## config.mk

```make
export PLATFORM = sky130hd
export DESIGN_NAME = vrhr_ctrl
export DESIGN_NICKNAME = d
export VERILOG_FILES = /design/src/hdl/vrhr_pkg.sv /design/src/hdl/vrhr_ctrl.sv
export SDC_FILE = /design/constraint.sdc
export NUM_CORES = 1
export LEC_CHECK = 0
export BUFFER_PORTS_ARGS = -buffer_cell sky130_fd_sc_hd__buf_2
export CAP_MARGIN = 15
export CORE_AREA = 2 2 39 41
export DETAILED_ROUTE_END_ITERATION = 8
export DIE_AREA = 0 0 41 43
export PLACE_DENSITY = 0.66
export SYNTH_ARGS = -nofsm -noshare
export SYNTH_HDL_FRONTEND = slang
export SYNTH_SLANG_ARGS = --single-unit
export TNS_END_PERCENT = 30
```

## constraint.sdc

```tcl
create_clock -name clk -period 1.65 [get_ports clk]
set_input_delay 0 -clock clk [delete_from_list [all_inputs] [get_ports clk]]
set_output_delay 0 -clock clk [all_outputs]
set_load 0.01 [all_outputs]
```

## src/hdl/vrhr_pkg.sv

```systemverilog
// ----------------------------------------------------------------------------
// vrhr_pkg: shared types and constants for the record history ring
// Port widths, command and status codes, and the controller/datapath bundles.
// ----------------------------------------------------------------------------
package vrhr_pkg;

  localparam int STORE_BYTES_DEF = 4096;
  localparam int MAX_ENTRIES_DEF = 64;

  localparam int CMD_W   = 2;
  localparam int LEN_W   = 11;
  localparam int BYTE_W  = 8;
  localparam int INDEX_W = 6;
  localparam int OFF_W   = 11;
  localparam int STAT_W  = 3;
  localparam int COUNT_W = 7;

  localparam logic [CMD_W-1:0] CMD_BEGIN = 2'd0;
  localparam logic [CMD_W-1:0] CMD_ADD   = 2'd1;
  localparam logic [CMD_W-1:0] CMD_READ  = 2'd2;

  localparam logic [STAT_W-1:0] ST_OK       = 3'd0;
  localparam logic [STAT_W-1:0] ST_TOO_LONG = 3'd1;
  localparam logic [STAT_W-1:0] ST_ADD_OPEN = 3'd2;
  localparam logic [STAT_W-1:0] ST_NO_ADD   = 3'd3;
  localparam logic [STAT_W-1:0] ST_RANGE    = 3'd4;

  typedef enum logic [1:0] {
    RES_NONE,
    RES_LEN,
    RES_LEN_BYTE
  } res_sel_t;

  // controller -> datapath
  typedef struct packed {
    logic              latch;     // capture the input transaction
    logic              desc_rd;   // read descriptor memory
    logic              desc_wr;   // commit a begin: write descriptor
    logic              byte_wr;   // commit an add: write one byte
    logic              evict;     // drop the oldest entry
    logic              byte_rd;   // read byte store
    logic              finish;    // load result registers
    logic [STAT_W-1:0] status;
    res_sel_t          res_sel;
  } ctrl_cmd_t;

  // datapath -> controller
  typedef struct packed {
    logic [CMD_W-1:0] cmd_code;
    logic             add_open;
    logic             too_long;
    logic             idx_bad;
    logic             need_evict;
    logic             off_bad;
  } dp_flags_t;

endpackage

```

## src/hdl/vrhr_ctrl.sv

```systemverilog
// ----------------------------------------------------------------------------
// vrhr_ctrl: sequencer for the record history ring
// Decodes each transaction, walks eviction and steps the read path.
// ----------------------------------------------------------------------------
module vrhr_ctrl (
  input  logic                clk,
  input  logic                rst,
  input  logic                start,
  output logic                busy,
  output logic                done,
  input  vrhr_pkg::dp_flags_t flags,
  output vrhr_pkg::ctrl_cmd_t cmd
);

  typedef enum logic [2:0] {
    S_IDLE,
    S_DECODE,
    S_EVICT_CHECK,
    S_EVICT_UPD,
    S_READ_DESC,
    S_READ_BYTE
  } state_t;

  state_t state, state_next;

  assign busy = (state != S_IDLE);

  always_comb begin
    cmd        = '0;
    cmd.status = vrhr_pkg::ST_OK;
    cmd.res_sel = vrhr_pkg::RES_NONE;
    state_next = state;
    case (state)
      S_IDLE: begin
        if (start) begin
          cmd.latch  = 1'b1;
          state_next = S_DECODE;
        end
      end
      S_DECODE: begin
        case (flags.cmd_code)
          vrhr_pkg::CMD_BEGIN: begin
            if (flags.add_open) begin
              cmd.finish = 1'b1;
              cmd.status = vrhr_pkg::ST_ADD_OPEN;
            end else if (flags.too_long) begin
              cmd.finish = 1'b1;
              cmd.status = vrhr_pkg::ST_TOO_LONG;
            end else begin
              state_next = S_EVICT_CHECK;
            end
          end
          vrhr_pkg::CMD_ADD: begin
            cmd.finish = 1'b1;
            if (flags.add_open) begin
              cmd.byte_wr = 1'b1;
            end else begin
              cmd.status = vrhr_pkg::ST_NO_ADD;
            end
          end
          vrhr_pkg::CMD_READ: begin
            if (flags.idx_bad) begin
              cmd.finish = 1'b1;
              cmd.status = vrhr_pkg::ST_RANGE;
            end else begin
              cmd.desc_rd = 1'b1;
              state_next  = S_READ_DESC;
            end
          end
          default: begin
            cmd.finish = 1'b1;
            cmd.status = vrhr_pkg::ST_RANGE;
          end
        endcase
      end
      S_EVICT_CHECK: begin
        if (flags.need_evict) begin
          cmd.desc_rd = 1'b1;
          state_next  = S_EVICT_UPD;
        end else begin
          cmd.desc_wr = 1'b1;
          cmd.finish  = 1'b1;
        end
      end
      S_EVICT_UPD: begin
        cmd.evict  = 1'b1;
        state_next = S_EVICT_CHECK;
      end
      S_READ_DESC: begin
        cmd.res_sel = vrhr_pkg::RES_LEN;
        if (flags.off_bad) begin
          cmd.finish = 1'b1;
          cmd.status = vrhr_pkg::ST_RANGE;
        end else begin
          cmd.byte_rd = 1'b1;
          state_next  = S_READ_BYTE;
        end
      end
      S_READ_BYTE: begin
        cmd.res_sel = vrhr_pkg::RES_LEN_BYTE;
        cmd.finish  = 1'b1;
      end
      default: begin
        state_next = S_IDLE;
      end
    endcase
    if (cmd.finish) begin
      state_next = S_IDLE;
    end
  end

  always_ff @(posedge clk) begin
    if (rst) begin
      state <= S_IDLE;
      done  <= 1'b0;
    end else begin
      state <= state_next;
      done  <= cmd.finish;
    end
  end

  a_done_after_busy: assert property (@(posedge clk) disable iff (rst)
    done |-> $past(busy))
    else $error("result strobe without a transaction in flight");

  a_accept_goes_busy: assert property (@(posedge clk) disable iff (rst)
    (start && !busy) |=> busy)
    else $error("accepted transaction did not start work");

  a_evict_loops_back: assert property (@(posedge clk) disable iff (rst)
    cmd.evict |=> (state == S_EVICT_CHECK))
    else $error("eviction did not return to the space check");

endmodule

```

==> impl_metrics.ini <==
[global_routing]
globalRouteOverflowTotal = 0
grt_pass1_wl_mm = 1.51
grt_pass1_vias = 361
grt.met3_usage = 0.0628
grtUsageMet2 = 0.166
grt_antenna_before_repair = 0
gr-usage-all-layers = 0.131
globalRoute.busiestLayer = met1
met1_usage = 0.170
grt_max_degree = 14

[cells_and_area]
fin_area_um2 = 549
regArea_um2 = 82.6
syn2layout_area_growth_pct = 42.1
antenna_cells = 0
layout.nets = 88
layout-drive-gt1-share = 0.434
nFillCells = 149
mostFrequentLayoutCells = buf_2, nand2_1, nor2_1, nor2b_1, a21oi_1
multi_input_area_um2 = 292
final_common_cell = buf_2

[power]
leakage_uw = 0.000258
vdd_ir_drop_max_v = 0.000272
cellPowerDensity_nw_per_um2 = 633
power.internal_uw = 242
power_frac_clock = 0.337
sw_frac_of_total = 0.305
p_sw_uw = 106
power.share.combinational = 0.327
fin_total_pwr_uw = 348
p_seq_frac = 0.336

[floorplanning]
dieHeight_um = 43
ioPinCount = 24
rows = 14
die_area_um2 = 1760
die_w_um = 41
initial_core_util = 0.279
design.core.area_um2 = 1380

[synthesis]
ys_async_sr_fraction = 0
yosysUniqueCellTypes = 26
synth-main-ff-cell = dfxtp_1
synth_top_area_share = 0.207
synth_top_area_cell = dfxtp_1
syn_inst = 51
syn_area_per_cell_um2 = 7.58
synth-edff-count = 0
synth.area.top_cells = dfxtp_1, nor2b_1, a21oi_1
yosys_warnings = 0
synth.ff_latch_count = 4
yosysSeqAreaShare = 0.207
syn-cell-area_um2 = 387
syn-num-nets = 61

[cts]
cts_root_buf = clkbuf_4
clk_pin_slew_ns = 0.04
max-clock-path-buffers = 2
clk_latency_ns = 0.23
clock-sinks = 4
cts_buffers = 3
ctsHtreeMaxLevel = 1
cts_tree = done

[routing]
drt_iter0_markers = 9
ant_nets = 0
drc_errors = 0
vias = 457
wl_per_cell_um = 10.4
routed_wl_um = 959
firstDrtPassIters = 2
vias_per_cell = 4.97

[job]
maxCapViolCount = 0

[placement]
pre_cts_ws_ns = 0.264
postPlaceCellArea_um2 = 508
io_buffer_count = 23
dp_hpwl_um = 749
place_congestion = 0.724

[worst_setup_path]
cp_max_fo = 10
rr_startpoint = state[2]
r2r_end = state[2]
reg2reg_slack_ns = 0.30
critPathRequiredTime_ns = 1.65
worstPathArrival_ns = 1.52
slowest_stage = or4_1
critPathBufInv = 1
rr_worst_depth = 3
path_class = reg -> out
crit_family = simple AND/OR/NAND/NOR gates
endpoint_kind = primary output
cp_slowest_stage_delay_ns = 0.55
crit_start = state[1]
start_kind = flop
crit_chain = nand2b_4 > or4_1 > nand2_1 > buf_2

[timing]
setup_viol = 0
grt_setup_unrepaired = no
fin_worst_skew_ns = 0.00130
tns_ns = 0
slew_viol_final = 0
worst_slew_pin_slew_ns = 0.457
slew_headroom = 0.693
timing.final.crit_share = 0.923
hold_viol = 0
layout_setup_ws_ns = 0.127
fmax_mhz = 656
fin_crit_ns = 1.52

[worst_hold_path]
min_to = state[2]
whs_path_depth = 4
hold_class = in -> reg
holdCritStartpoint = flags[0]

[run_status]
status = complete, no violations
## what timing repair did
item / in CTS / in global routing
hold buffers: 1 / 0
setup endpoints to repair: 0 / 1
resized for setup: 0 / 3
setup buffers: 0 / 0
endpoints found under the hold margin: 1 / 0
## sequential cells by signal, summed over array words and instances, names as in the netlist
register	cells
done	1
state	3
## synthesized netlist by cell type (2+ instances only)
master and n:
nand2_1 5, a21oi_1 4, dfxtp_1 4, nor2_1 4, nor2b_1 4, nand2b_1 3
nor3_1 3, and2_1 2, buf_2 2, nor3b_1 2, nor4b_1 2, or3_1 2
## metal layers
metal	part of all wire	up-vias	routed length [um]
li1	-	236	-
met1	0.47	197	447
met2	0.41	22	392
met3	0.11	2	106
met4	0.015	0	14
met5	0	-	0
## worst min-delay path: stages
cell and delay [ns]:
buf_2 0.12, nor2_1 0.04, nand2_1 0.07, a2111oi_2 0.06
## power groups by stage
| stage | combinational (uW) | sequential (uW) | clock, uW |
|---|---|---|---|
| after floorplan | 75.5 | 111 | 0 |
| after global placement | 111 | 117 | 0 |
| after detailed placement | 112 | 117 | 0 |
| after CTS | 114 | 115 | 125 |
| after global routing | 127 | 118 | 138 |
| final | 114 | 117 | 117 |
## layout make-up
type / count / area share
well taps: 16 / 0.0364
clock buffers: 3 / 0.0410
flip-flops and latches: 4 / 0.150
repair buffers: 25 / 0.241
multi-input cells: 44 / 0.531
## stage by stage
stage	instances	hold slack, ns	util
detailed placement	88	0.178	0.367
floorplan	51	0.0464	-
global placement	88	0.184	0.367
global route	92	0.132	0.397
CTS	92	0.123	0.391
finish	92	0.124	0.397
## logic make-up (layout without fill, tap and decap cells)
logic type / Yosys count / count (layout) / synth area share
flops: 4 / 4 / 0.207
buf+inv: 3 / 28 / 0.0550
simple gates: 33 / 33 / 0.527
xor+xnor: 1 / 1 / 0.0227
compound gates: 10 / 10 / 0.188
## worst max path at each step
stage | cells past startpoint | slack (ns) | endpoint
after floorplan | 4 | 0.22 | state[0]
after global placement | 3 | 0.29 | done
after detailed placement | 3 | 0.26 | state[0]
after CTS | 4 | 0.05 | cmd[5]
after global routing | 4 | 0.04 | cmd[4]
final | 4 | 0.13 | cmd[5]
No activity file was read; power rests on OpenSTA's default activity.
